==> src/hdl/assert_macros.svh <==
// assertion macros used by the framer unit
`ifndef ASSERT_MACROS_SVH
`define ASSERT_MACROS_SVH

// checked on every edge outside reset
`define SDBF_ASSERT(label, prop, msg) \
    label: assert property (@(posedge aclk) disable iff (!aresetn) prop) else $error(msg);

// checked on every edge, reset included
`define SDBF_ASSERT_ALWAYS(label, prop, msg) \
    label: assert property (@(posedge aclk) prop) else $error(msg);

`endif

==> src/hdl/sdbf_pkg.sv <==
// types and constants of the surveillance data block framer
package sdbf_pkg;

    localparam int HEADER_BYTES    = 3;
    localparam int MIN_BLOCK_BYTES = 4;
    localparam int CFG_REGS        = 4;
    localparam int CFG_INDEX_W     = 8;

    localparam logic [2:0] ROLE_CATEGORY = 3'd0;
    localparam logic [2:0] ROLE_LEN_HI   = 3'd1;
    localparam logic [2:0] ROLE_LEN_LO   = 3'd2;
    localparam logic [2:0] ROLE_BODY     = 3'd3;
    localparam logic [2:0] ROLE_TRAIL    = 3'd4;

    localparam logic [2:0] EV_NONE      = 3'd0;
    localparam logic [2:0] EV_ACCEPT    = 3'd1;
    localparam logic [2:0] EV_MALFORMED = 3'd2;
    localparam logic [2:0] EV_DISABLED  = 3'd3;
    localparam logic [2:0] EV_TRAIL     = 3'd4;

    typedef logic [CFG_REGS-1:0][63:0] mask_t;

    typedef struct packed {
        logic [7:0]  data_byte;
        logic        first_of_packet;
        logic [15:0] packet_length;
    } item_t;

    typedef struct packed {
        logic [7:0]  byte_out;
        logic [2:0]  byte_role;
        logic [7:0]  block_category;
        logic [15:0] block_offset;
        logic        category_enabled;
        logic [2:0]  event_code;
        logic        end_of_block;
        logic        end_of_packet;
    } result_t;

endpackage

==> src/hdl/sdbf_cfg_regs.sv <==
// category enable mask registers
module sdbf_cfg_regs (
    input  logic                              aclk,
    input  logic                              aresetn,
    input  logic                              cfg_valid,
    output logic                              cfg_ready,
    input  logic [sdbf_pkg::CFG_INDEX_W-1:0]  cfg_index,
    input  logic [63:0]                       cfg_data,
    output sdbf_pkg::mask_t                   mask
);

    sdbf_pkg::mask_t mask_reg;
    logic            hit;

    assign cfg_ready = 1'b1;
    assign hit = cfg_index < sdbf_pkg::CFG_INDEX_W'(sdbf_pkg::CFG_REGS);
    assign mask = mask_reg;

    always_ff @(posedge aclk) begin
        if (!aresetn) begin
            mask_reg <= '0;
        end else if (cfg_valid && hit) begin
            mask_reg[cfg_index[1:0]] <= cfg_data;
        end
    end

endmodule

==> src/hdl/sdbf_in_reg.sv <==
// input holding register
module sdbf_in_reg (
    input  logic            aclk,
    input  logic            aresetn,
    input  logic            s_valid,
    output logic            s_ready,
    input  sdbf_pkg::item_t s_item,
    input  logic            take,
    output logic            item_valid,
    output sdbf_pkg::item_t item
);

    logic            valid_reg;
    sdbf_pkg::item_t item_reg;

    // room when empty or when the held item leaves this cycle
    assign s_ready    = !valid_reg || take;
    assign item_valid = valid_reg;
    assign item       = item_reg;

    always_ff @(posedge aclk) begin
        if (!aresetn) begin
            valid_reg <= 1'b0;
        end else if (s_ready) begin
            valid_reg <= s_valid;
        end
    end

    always_ff @(posedge aclk) begin
        if (s_valid && s_ready) begin
            item_reg <= s_item;
        end
    end

endmodule

==> src/hdl/sdbf_parser.sv <==
// block parsing state and per-byte tagging
module sdbf_parser (
    input  logic              aclk,
    input  logic              aresetn,
    input  logic              step,
    input  sdbf_pkg::item_t   item,
    input  sdbf_pkg::mask_t   mask,
    output sdbf_pkg::result_t result
);

    localparam logic [2:0] PH_HEADER = 3'd0;
    localparam logic [2:0] PH_LEN_HI = 3'd1;
    localparam logic [2:0] PH_LEN_LO = 3'd2;
    localparam logic [2:0] PH_BODY   = 3'd3;
    localparam logic [2:0] PH_SKIP   = 3'd4;

    logic [15:0] pkt_left_reg, pkt_left_next;
    logic [2:0]  phase_reg, phase_next;
    logic [7:0]  cat_reg, cat_next;
    logic [7:0]  len_hi_reg, len_hi_next;
    logic [15:0] blk_len_reg, blk_len_next;
    logic [15:0] blk_pos_reg, blk_pos_next;
    logic [15:0] blk_start_reg, blk_start_next;

    logic [15:0] left;
    logic [2:0]  ph;
    logic [15:0] len_word;
    logic [15:0] pos_inc;
    logic [7:0]  cat_sel;
    logic        en_bit;

    assign left     = item.first_of_packet ? item.packet_length : pkt_left_reg;
    assign ph       = item.first_of_packet ? PH_HEADER : phase_reg;
    assign len_word = {len_hi_reg, item.data_byte};
    assign pos_inc  = blk_pos_reg + 16'd1;
    // category of the block this byte belongs to
    assign cat_sel  = (ph == PH_HEADER) ? item.data_byte : cat_reg;
    assign en_bit   = mask[cat_sel[7:6]][cat_sel[5:0]];

    always_comb begin
        pkt_left_next  = left;
        phase_next     = ph;
        cat_next       = cat_reg;
        len_hi_next    = len_hi_reg;
        blk_len_next   = blk_len_reg;
        blk_pos_next   = blk_pos_reg;
        blk_start_next = blk_start_reg;

        result                  = '0;
        result.byte_out         = item.data_byte;
        result.byte_role        = sdbf_pkg::ROLE_TRAIL;
        result.event_code       = sdbf_pkg::EV_NONE;

        if (left != 16'd0) begin
            case (ph)
                PH_HEADER: begin
                    if (left < 16'(sdbf_pkg::MIN_BLOCK_BYTES)) begin
                        result.event_code = sdbf_pkg::EV_TRAIL;
                        phase_next = PH_SKIP;
                    end else begin
                        cat_next = item.data_byte;
                        blk_start_next = left;
                        result.byte_role = sdbf_pkg::ROLE_CATEGORY;
                        phase_next = PH_LEN_HI;
                    end
                end
                PH_LEN_HI: begin
                    len_hi_next = item.data_byte;
                    result.byte_role = sdbf_pkg::ROLE_LEN_HI;
                    result.block_offset = 16'd1;
                    phase_next = PH_LEN_LO;
                end
                PH_LEN_LO: begin
                    blk_len_next = len_word;
                    result.byte_role = sdbf_pkg::ROLE_LEN_LO;
                    result.block_offset = 16'd2;
                    if (len_word < 16'(sdbf_pkg::HEADER_BYTES) || len_word > blk_start_reg) begin
                        result.event_code = sdbf_pkg::EV_MALFORMED;
                        phase_next = PH_SKIP;
                    end else begin
                        result.event_code = en_bit ? sdbf_pkg::EV_ACCEPT
                                                   : sdbf_pkg::EV_DISABLED;
                        if (len_word == 16'(sdbf_pkg::HEADER_BYTES)) begin
                            result.end_of_block = 1'b1;
                            phase_next = PH_HEADER;
                        end else begin
                            blk_pos_next = 16'(sdbf_pkg::HEADER_BYTES);
                            phase_next = PH_BODY;
                        end
                    end
                end
                PH_BODY: begin
                    result.byte_role = sdbf_pkg::ROLE_BODY;
                    result.block_offset = blk_pos_reg;
                    blk_pos_next = pos_inc;
                    if (pos_inc >= blk_len_reg) begin
                        result.end_of_block = 1'b1;
                        phase_next = PH_HEADER;
                    end
                end
                default: begin
                    phase_next = PH_SKIP;
                end
            endcase
            if (result.byte_role != sdbf_pkg::ROLE_TRAIL) begin
                result.block_category   = cat_next;
                result.category_enabled = en_bit;
            end
            pkt_left_next = left - 16'd1;
            if (pkt_left_next == 16'd0) begin
                result.end_of_packet = 1'b1;
                phase_next = PH_HEADER;
            end
        end
    end

    always_ff @(posedge aclk) begin
        if (!aresetn) begin
            pkt_left_reg  <= '0;
            phase_reg     <= PH_HEADER;
            cat_reg       <= '0;
            len_hi_reg    <= '0;
            blk_len_reg   <= '0;
            blk_pos_reg   <= '0;
            blk_start_reg <= '0;
        end else if (step) begin
            pkt_left_reg  <= pkt_left_next;
            phase_reg     <= phase_next;
            cat_reg       <= cat_next;
            len_hi_reg    <= len_hi_next;
            blk_len_reg   <= blk_len_next;
            blk_pos_reg   <= blk_pos_next;
            blk_start_reg <= blk_start_next;
        end
    end

endmodule

==> src/hdl/sdbf_out_reg.sv <==
// result register toward the output channel
module sdbf_out_reg (
    input  logic              aclk,
    input  logic              aresetn,
    input  logic              load,
    input  sdbf_pkg::result_t result,
    output logic              free,
    output logic              m_valid,
    input  logic              m_ready,
    output sdbf_pkg::result_t m_result
);

    logic              valid_reg;
    sdbf_pkg::result_t result_reg;

    assign free     = !valid_reg || m_ready;
    assign m_valid  = valid_reg;
    assign m_result = result_reg;

    always_ff @(posedge aclk) begin
        if (!aresetn) begin
            valid_reg <= 1'b0;
        end else if (load) begin
            valid_reg <= 1'b1;
        end else if (m_ready) begin
            valid_reg <= 1'b0;
        end
    end

    always_ff @(posedge aclk) begin
        if (load) begin
            result_reg <= result;
        end
    end

endmodule

==> src/hdl/surveillance_data_block_framer_unit.sv <==
// path: a byte is held in the input register, then tagged into the result register
// throughput: one byte per cycle unless the output stalls, set by the single parse step
//   from input register to result register with the parse state updated in that cycle
// reset: synchronous active-low aresetn clears both stage valids, the parse
//   state and the category masks; no clearing pass, usable right after reset
`include "assert_macros.svh"

module surveillance_data_block_framer_unit (
    input  logic                             aclk,
    input  logic                             aresetn,
    input  logic                             cfg_valid,
    output logic                             cfg_ready,
    input  logic [sdbf_pkg::CFG_INDEX_W-1:0] cfg_index,
    input  logic [63:0]                      cfg_data,
    input  logic                             s_valid,
    output logic                             s_ready,
    input  logic [7:0]                       s_data_byte,
    input  logic                             s_first_of_packet,
    input  logic [15:0]                      s_packet_length,
    output logic                             m_valid,
    input  logic                             m_ready,
    output logic [7:0]                       m_byte_out,
    output logic [2:0]                       m_byte_role,
    output logic [7:0]                       m_block_category,
    output logic [15:0]                      m_block_offset,
    output logic                             m_category_enabled,
    output logic [2:0]                       m_event_code,
    output logic                             m_end_of_block,
    output logic                             m_end_of_packet
);

    sdbf_pkg::mask_t   mask;
    sdbf_pkg::item_t   s_item, item;
    sdbf_pkg::result_t result, m_result;
    logic              item_valid, out_free, step;
    logic              trail_ok, eob_ok, event_ok;

    assign s_item.data_byte       = s_data_byte;
    assign s_item.first_of_packet = s_first_of_packet;
    assign s_item.packet_length   = s_packet_length;

    // a held byte moves on when the result register has room
    assign step = item_valid && out_free;

    sdbf_cfg_regs u_cfg (
        .aclk      (aclk),
        .aresetn   (aresetn),
        .cfg_valid (cfg_valid),
        .cfg_ready (cfg_ready),
        .cfg_index (cfg_index),
        .cfg_data  (cfg_data),
        .mask      (mask)
    );

    sdbf_in_reg u_in (
        .aclk       (aclk),
        .aresetn    (aresetn),
        .s_valid    (s_valid),
        .s_ready    (s_ready),
        .s_item     (s_item),
        .take       (step),
        .item_valid (item_valid),
        .item       (item)
    );

    sdbf_parser u_parse (
        .aclk    (aclk),
        .aresetn (aresetn),
        .step    (step),
        .item    (item),
        .mask    (mask),
        .result  (result)
    );

    sdbf_out_reg u_out (
        .aclk     (aclk),
        .aresetn  (aresetn),
        .load     (step),
        .result   (result),
        .free     (out_free),
        .m_valid  (m_valid),
        .m_ready  (m_ready),
        .m_result (m_result)
    );

    assign m_byte_out         = m_result.byte_out;
    assign m_byte_role        = m_result.byte_role;
    assign m_block_category   = m_result.block_category;
    assign m_block_offset     = m_result.block_offset;
    assign m_category_enabled = m_result.category_enabled;
    assign m_event_code       = m_result.event_code;
    assign m_end_of_block     = m_result.end_of_block;
    assign m_end_of_packet    = m_result.end_of_packet;

    assign trail_ok = m_byte_role != sdbf_pkg::ROLE_TRAIL
                      || (m_block_category == 8'd0 && m_block_offset == 16'd0
                          && !m_category_enabled);
    assign eob_ok   = !m_end_of_block
                      || m_byte_role == sdbf_pkg::ROLE_LEN_LO
                      || m_byte_role == sdbf_pkg::ROLE_BODY;
    assign event_ok = m_event_code == sdbf_pkg::EV_NONE
                      || (m_byte_role == sdbf_pkg::ROLE_LEN_LO
                          && m_event_code != sdbf_pkg::EV_TRAIL)
                      || (m_byte_role == sdbf_pkg::ROLE_TRAIL
                          && m_event_code == sdbf_pkg::EV_TRAIL);

    `SDBF_ASSERT_ALWAYS(a_reset_empty, !aresetn |=> !m_valid, "result valid right after reset")
    `SDBF_ASSERT(a_trail_clean, m_valid |-> trail_ok, "trailing byte carries block fields")
    `SDBF_ASSERT(a_eob_role, m_valid |-> eob_ok, "end of block on a header byte")
    `SDBF_ASSERT(a_event_role, m_valid |-> event_ok, "event on a wrong byte role")

endmodule
==> config.mk <==
export PLATFORM = sky130hd
export DESIGN_NAME = surveillance_data_block_framer_unit
export DESIGN_NICKNAME = d
export VERILOG_FILES = /design/src/hdl/sdbf_pkg.sv /design/src/hdl/sdbf_cfg_regs.sv /design/src/hdl/sdbf_in_reg.sv /design/src/hdl/sdbf_parser.sv /design/src/hdl/sdbf_out_reg.sv /design/src/hdl/surveillance_data_block_framer_unit.sv
export VERILOG_INCLUDE_DIRS = /design/src /design/src/hdl
export SDC_FILE = /design/constraint.sdc
export NUM_CORES = 1
export LEC_CHECK = 0
export ABC_AREA = 1
export BUFFER_PORTS_ARGS = -buffer_cell sky130_fd_sc_hd__buf_2
export CAP_MARGIN = 20
export CORE_MARGIN = 2
export CORE_UTILIZATION = 35
export DETAILED_ROUTE_END_ITERATION = 10
export GPL_ROUTABILITY_DRIVEN = 0
export GPL_TIMING_DRIVEN = 0
export SYNTH_ARGS = -nofsm -noshare
export SYNTH_HDL_FRONTEND = slang
export SYNTH_SLANG_ARGS = --single-unit
==> constraint.sdc <==
create_clock -name aclk -period 6 [get_ports aclk]
set_input_delay 1.5 -clock aclk [delete_from_list [all_inputs] [get_ports aclk]]
set_output_delay 1.5 -clock aclk [all_outputs]
set_load 0.1 [all_outputs]
==> results.md, run 1 <==
* Status: finished clean
* Crit path capture: u_out.m_result[3]
* CP startpoint: u_in.item[16]
* Clock Tree Buf Depth at 3
* Clock sinks at 407
* Most frequent cells after synthesis: 380 x nand2_1, 375 x inv_1, 341 x dfxtp_1
* Post-placement cell area at 20,520 um^2
* Synth-to-Final Area Change at 16.54%
* WP data arrival at between 4 and 5 ns
* Clk Latency, worst-skew pair at between 0.5 and 0.6 ns
* Fillers at about 5,500
* Setup_tns at 0 ns
* CORE AREA at between 50,000 and 60,000 um^2
* Vias at ~19,000
* Die Width at roughly 240 um
* Dominant cells by area after synthesis: dfxtp_1 36%, edfxtp_1 10%, a21oi_1 8.9%
* Multiplexer share of the synthesized area at 0%
* PwrDens at between 300 and 400 nW/um^2
* Global Route Usage Sum at 23.73%
* Yosys top cell by area: dfxtp_1
* # setup viols final at 0
* Combinational family with the most area after synthesis: compound AO/OA/AOI/OAI gates
* Starting Density at about a third
* Post-Syn Nets at 2,685
* WL final at 68.14 mm
* Post-DP HPWL at around 48 mm
* EDFF count, synth at 66
* Avg Inst Size Synth at roughly 7.4 um^2
* Synth Area in Adders at under 10%
* Initial antenna violation count at 11
* CTS Buf Count at 43
* Area fraction of the dominant cell type after synthesis at a little over a third
* Final Hold Viols at 0
* YS warnings at 0
* Clk pin slew, worst setup/hold paths at roughly 0.06 ns
* Total gr overflow at 0
* Standard-cell rows at 85
* Cell count of the worst reg-to-reg path at 14
* Simple-Gate Fraction of Synth Area at roughly a fifth
* Peak VDD IR at around 0.15 mV
* CTS Hold Bufs at 0
* Number of vias per cell at 5.354
* Crit share post-route at ~68%
* RSZ-0062 raised after global routing: no
* Design area at 22,030 um^2
* Crit path launch type: flop
* Post-route ant nets at 0
* Final Skew at 0.01344 ns
* Largest register FFs at around 260
* Worst Path Required at 6.39 ns
* CTS root buffer: clkbuf_16
* Flop2flop setup slack at between 1.5 and 2 ns
* Routed WL per cell at 19.65 um
* Seq cells post-synth at between 400 and 500
* Number of global-route vias before repair at 17,590
* Post-CTS Setup Inserts at 0
* CTS tree: done
* Async set-reset flop share out of synthesis at 0%
* Synth Area in Compound Gates at between 10% and 20%
* Max Cap Viol at 0
* DRC Markers at 0
* Hold Path Class: flop to flop
* Crit path max fanout at 10
* Layout cells sized above 1 at about a tenth
* Largest net degree at the start of global routing at 40
* FF-to-FF Start: u_in.item[16]
* Worst-Margin Slew at around 1.1 ns
* Reg2Reg Capture Point: u_out.m_result[3]
* Count leader, synth: nand2_1
* Yosys cell types at 41
* Post-Synth XOR/XNOR Area at less than 1%
* Port Buffer Count at between 100 and 150
* Initial detailed-routing violation count at approximately 1,900
* Post-cts sizing count at 0
* # IOs at about 150
* LEAKAGE at 8.877 nW
* Cells after synthesis at about 2,500
* Max frequency at ~0.24 GHz
* Max Slew Vio Count at 0
* H-tree levels at 2
* Critical path type: flop to flop
* Nets@finish at 2,874
* Critical path capture point type: flop
* Die footprint at ~56,000 um^2
* Ys flop type: dfxtp_1
* Tmin final at 4.106 ns
* Synthesized cell area at 18,910 um^2
* Share of the yosys chip area belonging to registers at a little under half
* DRT Pass-1 Iters at 7
* Relative slew slack at between 20 and 25%
* First-pass GRT wire length at 102.7 mm
* Die span in y at about 240 um
[cells in the final DEF (no fill, tap or decap), drive strengths merged, types with 15 or more instances in the layout]
cell / instances
clkbuf: 167
buf: 201
nand3: 291
ha: 35
o211ai: 18
xor2: 20
nor2: 101
inv: 380
edfxtp: 66
nand2: 387
a211oi: 15
o21ai: 332
a21oi: 338
dfxtp: 341
nor3: 26
[routing by layer]
layer,wire [um],share of wire (%),GRT usage [%]
met1,28540,42,31.30
met4,2938,4.3,10.76
met3,6154,9.0,4.658
met5,105,0.15,0
met2,30400,45,37.55
[critical path, stage by stage, from the launching register on]
cell and delay (ns):
edfxtp_1 0.46, inv_2 0.13, nand2_2 0.14, nand3_1 0.18, buf_4 0.23, o21ai_2 0.64, inv_1 0.48, clkbuf_1 0.51
nand3_1 0.24, nand3_1 0.14, nand3_1 0.19, nand3_1 0.09, nand3_1 0.24, nand2_1 0.10, a21oi_1 0.17
[stage by stage]
stage	setup WS, ns	total power, mW	instances	utilization [%]	hold WS (ns)
global route	1.843	7.020	3468	41.11	0.4588
floorplan	2.192	3.571	2548	-	0.4237
global placement	1.463	3.940	3387	38.24	0.4319
detailed placement	1.966	3.950	3388	38.28	0.4382
finish	1.894	6.802	3468	41.11	0.4465
CTS	2.051	6.804	3467	41.10	0.4471
[cells by family after synthesis]
family | count (synthesis)
other | 1
AND/OR/NAND/NOR | 828
AO/OA/AOI/OAI | 711
adder cells (fa/ha/maj) | 35
XOR/XNOR | 21
buffers and inverters | 545
flip-flops | 407
[worst min-delay path by stage]
stage	endpoint	slack (ns)	cells past startpoint	start
2_1_floorplan	u_cfg.mask[152]	0.42	2	u_cfg.mask[152]
3_3_place_gp	u_cfg.mask[152]	0.43	2	u_cfg.mask[152]
3_5_place_dp	u_cfg.mask[25]	0.44	2	u_cfg.mask[25]
4_1_cts	u_cfg.mask[25]	0.45	2	u_cfg.mask[25]
5_1_grt	u_cfg.mask[25]	0.46	2	u_cfg.mask[25]
6_report	u_cfg.mask[93]	0.45	2	u_cfg.mask[93]
[layout make-up]
cell class | count | area, um^2 | area share, %
antenna | 1 | 2.502 | 0.01136
buffer | 164 | 738.2 | 3.350
clock buffer | 60 | 1244 | 5.644
clock inverter | 19 | 272.8 | 1.238
inverter | 381 | 1430 | 6.490
multi-input combinational | 1596 | 7933 | 36.00
sequential | 407 | 8808 | 39.97
tap | 696 | 870.8 | 3.952
timing repair buffer | 144 | 735.7 | 3.339
[report_power, final]
part	internal (mW)	switching, mW	total (mW)
logic	0.270	0.794	1.06
clock network	1.75	1.13	2.88
registers	2.83	0.0288	2.86
total	4.85	1.95	6.80
(Power assumes the default switching activity.)
==> run 2, diff against run 1 <==
clock period = 3.5 ns   (was 6 ns; I/O delays follow)
==> run 2 against run 1 <==
Net effect: non-clock buffer count increased by 9; combinational power grew 78%; sequential power up 71%; sequential share of layout area fell by 0.50 points; die area unchanged; largest power group unchanged; clock skew rose by 0.0033 ns; core utilization grew 0.52 points; clock power is 72% higher; critical endpoint unchanged.
==> results.md, run 2 (synthesis results as in run 1) <==
* Initial detailed-routing violation count at 1,884 (-0.74%)
* Die Width at 236.4 um (unchanged)
* Placed insts at 3,388 (unchanged)
* Hold Worst Slack at 0.4468 ns (+0.0003380 ns)
* CTS Hold Bufs at 0 (unchanged)
* Max Cap Viol at 0 (unchanged)
* Post-DP HPWL at 47.95 mm (unchanged)
* Max frequency at 0.2912 GHz (+20%)
* Number of global-route vias before repair at 17,630 (+0.22%)
* Final Hold Viols at 0 (unchanged)
* Crit path launch type: flop
* Non-filler instance count after layout at 3,479 (+0.32%)
* Design area at 22,310 um^2 (+1.3%)
* DRT Pass-1 Iters at 7 (unchanged)
* Most frequent cells in the layout: 378 x nand2_1, 372 x inv_1, 341 x dfxtp_1, 336 x a21oi_1, 323 x o21ai_0
* Clk Latency, worst-skew pair at 0.57 ns (about the same)
* Critical path capture point type: flop
* Crit path max fanout at 10 (unchanged)
* Max Slew Vio Count at 0 (unchanged)
* DRC Markers at 0 (unchanged)
* Worst-Margin Slew at 0.9732 ns (-0.1633 ns)
* # setup viols final at 0 (unchanged)
* Die span in y at 236.4 um (unchanged)
* Die footprint at 55,900 um^2 (unchanged)
* Min-delay src: u_cfg.mask[91]
* Vias at 18,670 (+0.54%)
* Hold Path Class: flop to flop
* Worst Path Required at 3.89 ns (-2.50 ns)
* Initial antenna violation count at 11 (unchanged)
* Commonest non-fill, non-tap cell in the layout: nand2_1
* Post-placement cell area at 20,520 um^2 (unchanged)
* Critical path type: flop to flop
* Clock Tree Buf Depth at 3 (unchanged)
* CP startpoint: u_in.item[16]
* Layout cells sized above 1 at 11.69% (+1.1 points)
* CTS tree: done
* Peak VDD IR at 0.2596 mV (+72%)
* Standard-cell rows at 85 (unchanged)
* Number of vias per cell at 5.366 (+0.22%)
* Global Route Usage Sum at 23.76% (+0.030 points)
* H-tree levels at 2 (unchanged)
* # IOs at 146 (unchanged)
* Tmin final at 3.434 ns (-0.6718 ns)
* LEAKAGE at 9.001 nW (+1.4%)
* First-pass GRT wire length at 102.9 mm (+0.11%)
* Final Skew at 0.01678 ns (+0.003345 ns)
* WL final at 68.32 mm (+0.27%)
* Largest register FFs at 256 (unchanged)
* Core Util, Final at 41.62% (+0.52 points)
* Nets@finish at 2,883 (+0.31%)
* Relative slew slack at 35.05% (+11 points)
* FF-to-FF Start: u_in.item[16]
* Starting Density at 35.28% (unchanged)
* Status: finished clean
* CTS root buffer: clkbuf_16
* Post-route ant nets at 0 (unchanged)
* WP data arrival at 3.83 ns (-0.67 ns)
* Clk pin slew, worst setup/hold paths at 0.06 ns (about the same)
* Port Buffer Count at 143 (unchanged)
* CTS Buf Count at 43 (unchanged)
* Largest net degree at the start of global routing at 40 (unchanged)
* CORE AREA at 53,600 um^2 (unchanged)
* Setup_tns at 0 ns (unchanged)
* RSZ-0062 raised after global routing: no
* Total gr overflow at 0 (unchanged)
* Crit share post-route at 98.11% (+30 points)
* Clock sinks at 407 (unchanged)
* Routed WL per cell at 19.64 um (about the same)
* Synth-to-Final Area Change at 18.00%
* PwrDens at 526.0 nW/um^2 (+70%)
==> run 2: cell types whose count changed in the layout (fill, tap and decap cells not counted), sizes merged <==
cell,previous run,this run
inv,380,378
diode,1,3
clkinvlp,0,3
clkinv,13,12
clkbuf,167,176
==> run 2: per-layer routing <==
| metal | up-vias | track usage (%) | part of all wire (%) |
|---|---|---|---|
| li1 | 8825 | - | - |
| met3 | 203 | 4.763 | 9.5 |
| met1 | 8714 | 31.17 | 41 |
| met4 | 18 | 10.91 | 4.4 |
| met2 | 908 | 37.66 | 45 |
| met5 | - | 0 | 0.15 |
==> run 2: final timing paths <==
check	to	slack, ns	cells after the start
max	u_out.m_result[3]	0.07	15
min	u_cfg.mask[91]	0.45	2
max reg2reg	u_out.m_result[3]	0.07	15
min reg2reg	u_cfg.mask[91]	0.45	2
==> run 2: worst max-delay path: stages (launching register included) <==
cell and delay, ns:
edfxtp_1 0.48, inv_2 0.19, nand2_2 0.14, nand3_1 0.25
buf_4 0.29, nand2_1 0.14, o21ai_4 0.17, clkbuf_2 0.48
nand3_1 0.18, nand3_1 0.14, nand3_1 0.09, nand3_1 0.13
nand3_1 0.09, nand3_1 0.24, nand2_1 0.10, a21oi_1 0.16
==> run 2: final cells by class <==
class	instances	area [um^2]
diodes	3	7.507
well taps	696	870.8
multi-input cells	1596	8039
plain buffers	164	812.0
flip-flops and latches	407	8808
fillers	5503	31290
clock buffers	60	1244
repair buffers	153	815.8
inverters	381	1441
clock inverters	19	272.8
==> run 2: through the flow <==
step,total power [mW],setup WS (ns)
floorplan,6.121,0.4939
global placement,6.754,-0.4141
detailed placement,6.772,-0.4222
CTS,11.68,0.03486
global route,12.10,0.004565
finish,11.74,0.06602
==> run 2: report_power, final <==
group	internal (mW)	total, mW	switching, mW
combinational	0.513	1.89	1.38
clock	3.00	4.94	1.94
sequential	4.85	4.90	0.0505
total	8.37	11.7	3.37
==> run 2: what timing repair did <==
item	CTS	global route
buffers inserted	3	6
pin swaps	2	2
cloned	0	0
gates resized for setup	14	57
setup endpoints to repair	2	37
==> run 3, diff against run 2 <==
CELL_PAD_IN_SITES_DETAIL_PLACEMENT = 0   (was unset)
CELL_PAD_IN_SITES_GLOBAL_PLACEMENT = 1   (was unset)
PLACE_DENSITY_LB_ADDON = 0.1   (was unset)
==> run 3 against run 2 <==
Net effect: global-route usage increased by 2.0 points; critical path type unchanged; clock power increased by 2%; die area unchanged; clock skew increased by 0.0053 ns; critical path depth increased by 1; core utilization about the same; count of clock-buffer cells in the layout increased by 3; sequential power about the same; largest power group unchanged; combinational power increased by 2%; cell count decreased by 0.11%; highest routed layer unchanged; sequential share of layout area about the same.
==> results.md, run 3 (synthesis results as in run 1) <==
* Status: finished clean
* Reg area at 8808 um^2 (unchanged)
* Net Sw Power at 3.512 mW (+4.2%)
* Final Skew at 0.02209 ns (+0.005305 ns)
* Critical path type: flop to flop
* # IOs at 146 (unchanged)
* Core Util, Final at 41.61% (about the same)
* Die Width at 236.4 um (unchanged)
* Die span in y at 236.4 um (unchanged)
* Met2 WL at 31.05 mm (+1.9%)
* First-pass GRT wire length at 108.3 mm (+5.3%)
* Initial antenna violation count at 1 (-10)
* LEAKAGE at 8.986 nW (-0.16%)
* Cell count of the worst reg-to-reg path at 16 (+1)
* Max frequency at 0.2935 GHz (+0.79%)
* Peak VDD IR at 0.3596 mV (+39%)
* Port Buffer Count at 143 (unchanged)
* Commonest non-fill, non-tap cell in the layout: nand2_1
* PwrDens at 532.5 nW/um^2 (+1.2%)
* Top routing layer used: met5
* Critical path capture point type: flop
* Clock share of power at 42.5% (+0.4 points)
* Worst Path Required at 3.83 ns (-0.06 ns)
* Worst-Margin Slew at 1.082 ns (+0.1088 ns)
* Global Route Usage Sum at 25.77% (+2.0 points)
* Largest net degree at the start of global routing at 39 (-2.5%)
* Fillers at 5,645 (+2.6%)
* Non-filler instance count after layout at 3,475 (-0.11%)
* Reg power frac at 41.3% (-0.5 points)
* Layout cells sized above 1 at 11.48% (-0.21 points)
* CTS tree: done
* Flop2flop setup slack at 0.09 ns (+0.03 ns)
* Crit-path cells: inv_2, nand2_2, nand3_1, buf_6, nand2_1, o21ai_4, inv_1, clkbuf_4, nand3_1, nand3_1, nand3_1, nand3_1, nand3_1, nand3_1, nand2_1, a21oi_1
* Number of vias per cell at 5.245 (-2.3%)
* DRT Pass-1 Iters at 5 (-2)
* Relative slew slack at 27.86% (-7.2 points)
* # setup viols final at 0 (unchanged)
* Post-DP HPWL at 51.41 mm (+7.2%)
* Wire length on met3 at 5.494 mm (-15%)
* Final Hold Viols at 0 (unchanged)
* Area occupied by multi-input gates at 8039 um^2 (unchanged)
* Total gr overflow at 0 (unchanged)
* Crit share post-route at 97.35% (-0.77 points)
* Clk Latency, worst-skew pair at 0.59 ns (+0.02 ns)
* Sw Ratio at 29.57% (+0.85 points)
* Max Slew Vio Count at 0 (unchanged)
* CTS root buffer: clkbuf_16
* Die footprint at 55,900 um^2 (unchanged)
* CTS Buf Count at 48 (+12%)
* Standard-cell rows at 85 (unchanged)
* Nets@finish at 2,885 (+0.069%)
* Number of global-route vias before repair at 17,200 (-2.4%)
* CORE AREA at 53,600 um^2 (unchanged)
* Routed WL per cell at 21.00 um (+6.9%)
* Largest register FFs at 256 (unchanged)
* Clock Tree Buf Depth at 3 (unchanged)
* H-tree levels at 2 (unchanged)
* Most frequent cells in the layout: 378 x nand2_1, 373 x inv_1, 341 x dfxtp_1, 336 x a21oi_1, 323 x o21ai_0
* CP peak stage delay at 0.47 ns (about the same)
* Pwr Total at 11.88 mW (+1.2%)
* Initial detailed-routing violation count at 1,562 (-17%)
* WL final at 72.96 mm (+6.8%)
* Hold path depth at 2 (unchanged)
* Post-Route M1 WL at 34.28 mm (+21%)
* Clock sinks at 407 (unchanged)
* Placed insts at 3,388 (unchanged)
* DRC Markers at 0 (unchanged)
* Clk pin slew, worst setup/hold paths at 0.06 ns (about the same)
* Slowest cell on the critical path: edfxtp_1
* Vias at 18,230 (-2.4%)
* Tmin final at 3.407 ns (-0.02683 ns)
* Crit path max fanout at 10 (unchanged)
* WP data arrival at 3.74 ns (-0.09 ns)
* Top cell by count, worst path: nand3_1
* Synth-to-Final Area Change at 17.95% (about the same)
* Max Cap Viol at 0 (unchanged)
* Int Power at 8.365 mW (about the same)
* Combinational share of power at 16.3% (+0.2 points)
* Crit path launch type: flop
* Post-route ant nets at 0 (unchanged)
* Starting Density at 35.28% (unchanged)
* Hold Path Class: flop to flop
[run 3: changes by cell type in the layout (fill, tap and decap cells not counted), sizes merged]
cell / previous run / this run
buf: 201 / 197
clkbuf: 176 / 180
bufinv: 7 / 5
clkinvlp: 3 / 5
diode: 3 / 1
clkinv: 12 / 11
inv: 378 / 377
[run 3: what timing repair did]
item,CTS,global route
gates resized for setup,23,36
buffers inserted,4,2
pin swaps,1,1
hold buffers,0,0
setup endpoints to repair,11,70
[run 3: final cells by class]
| cell class | count | area share (%) |
|---|---|---|
| clock buffer | 63 | 5.958 |
| antenna | 1 | 0.01122 |
| tap | 696 | 3.905 |
| buffer | 164 | 3.624 |
| timing repair buffer | 150 | 3.557 |
| multi-input combinational | 1596 | 36.04 |
| clock inverter | 17 | 0.9425 |
| inverter | 381 | 6.463 |
| sequential | 407 | 39.50 |
[run 3: worst paths after layout]
path                  startpoint                 to
setup / recovery   u_in.item[16]  u_out.m_result[3]
hold / removal    u_cfg.mask[94]     u_cfg.mask[94]
setup reg to reg   u_in.item[16]  u_out.m_result[3]
hold reg to reg   u_cfg.mask[94]     u_cfg.mask[94]
[run 3: routing by layer]
metal / vias up / track usage, %
li1: 8829 / -
met1: 8635 / 36.80
met2: 639 / 39.02
met3: 120 / 5.079
met4: 2 / 8.074
met5: - / 0
[run 3: worst max-delay path, delay by kind of cell, from the launching register on]
kind / cells / cell delay, ns
buf+inv: 4 / 0.93
simple gates: 10 / 1.51
flops: 1 / 0.47
compound gates: 2 / 0.21
[run 3: per-stage QoR]
step           cell area, um^2  setup slack, ns  hold slack [ns]   TNS [ns]
6_report                 22300          0.09284           0.4450          0
5_1_grt                  22300        -0.003368           0.4345  -0.003368
4_1_cts                  22170         0.003458           0.4299          0
3_5_place_dp             20520          -0.5221           0.4355    -0.9991
3_3_place_gp             20490          -0.5513           0.4323     -20.91
2_1_floorplan            18910           0.4939           0.4237          0
[run 3: power groups by stage]
stage               Clock [mW]  Sequential, mW  Combinational (mW)
floorplan                    0            5.17               0.955
global placement             0            5.00                1.82
detailed placement           0            5.00                1.83
CTS                       5.14            4.90                1.87
global route              5.31            4.91                2.07
finish                    5.04            4.90                1.93
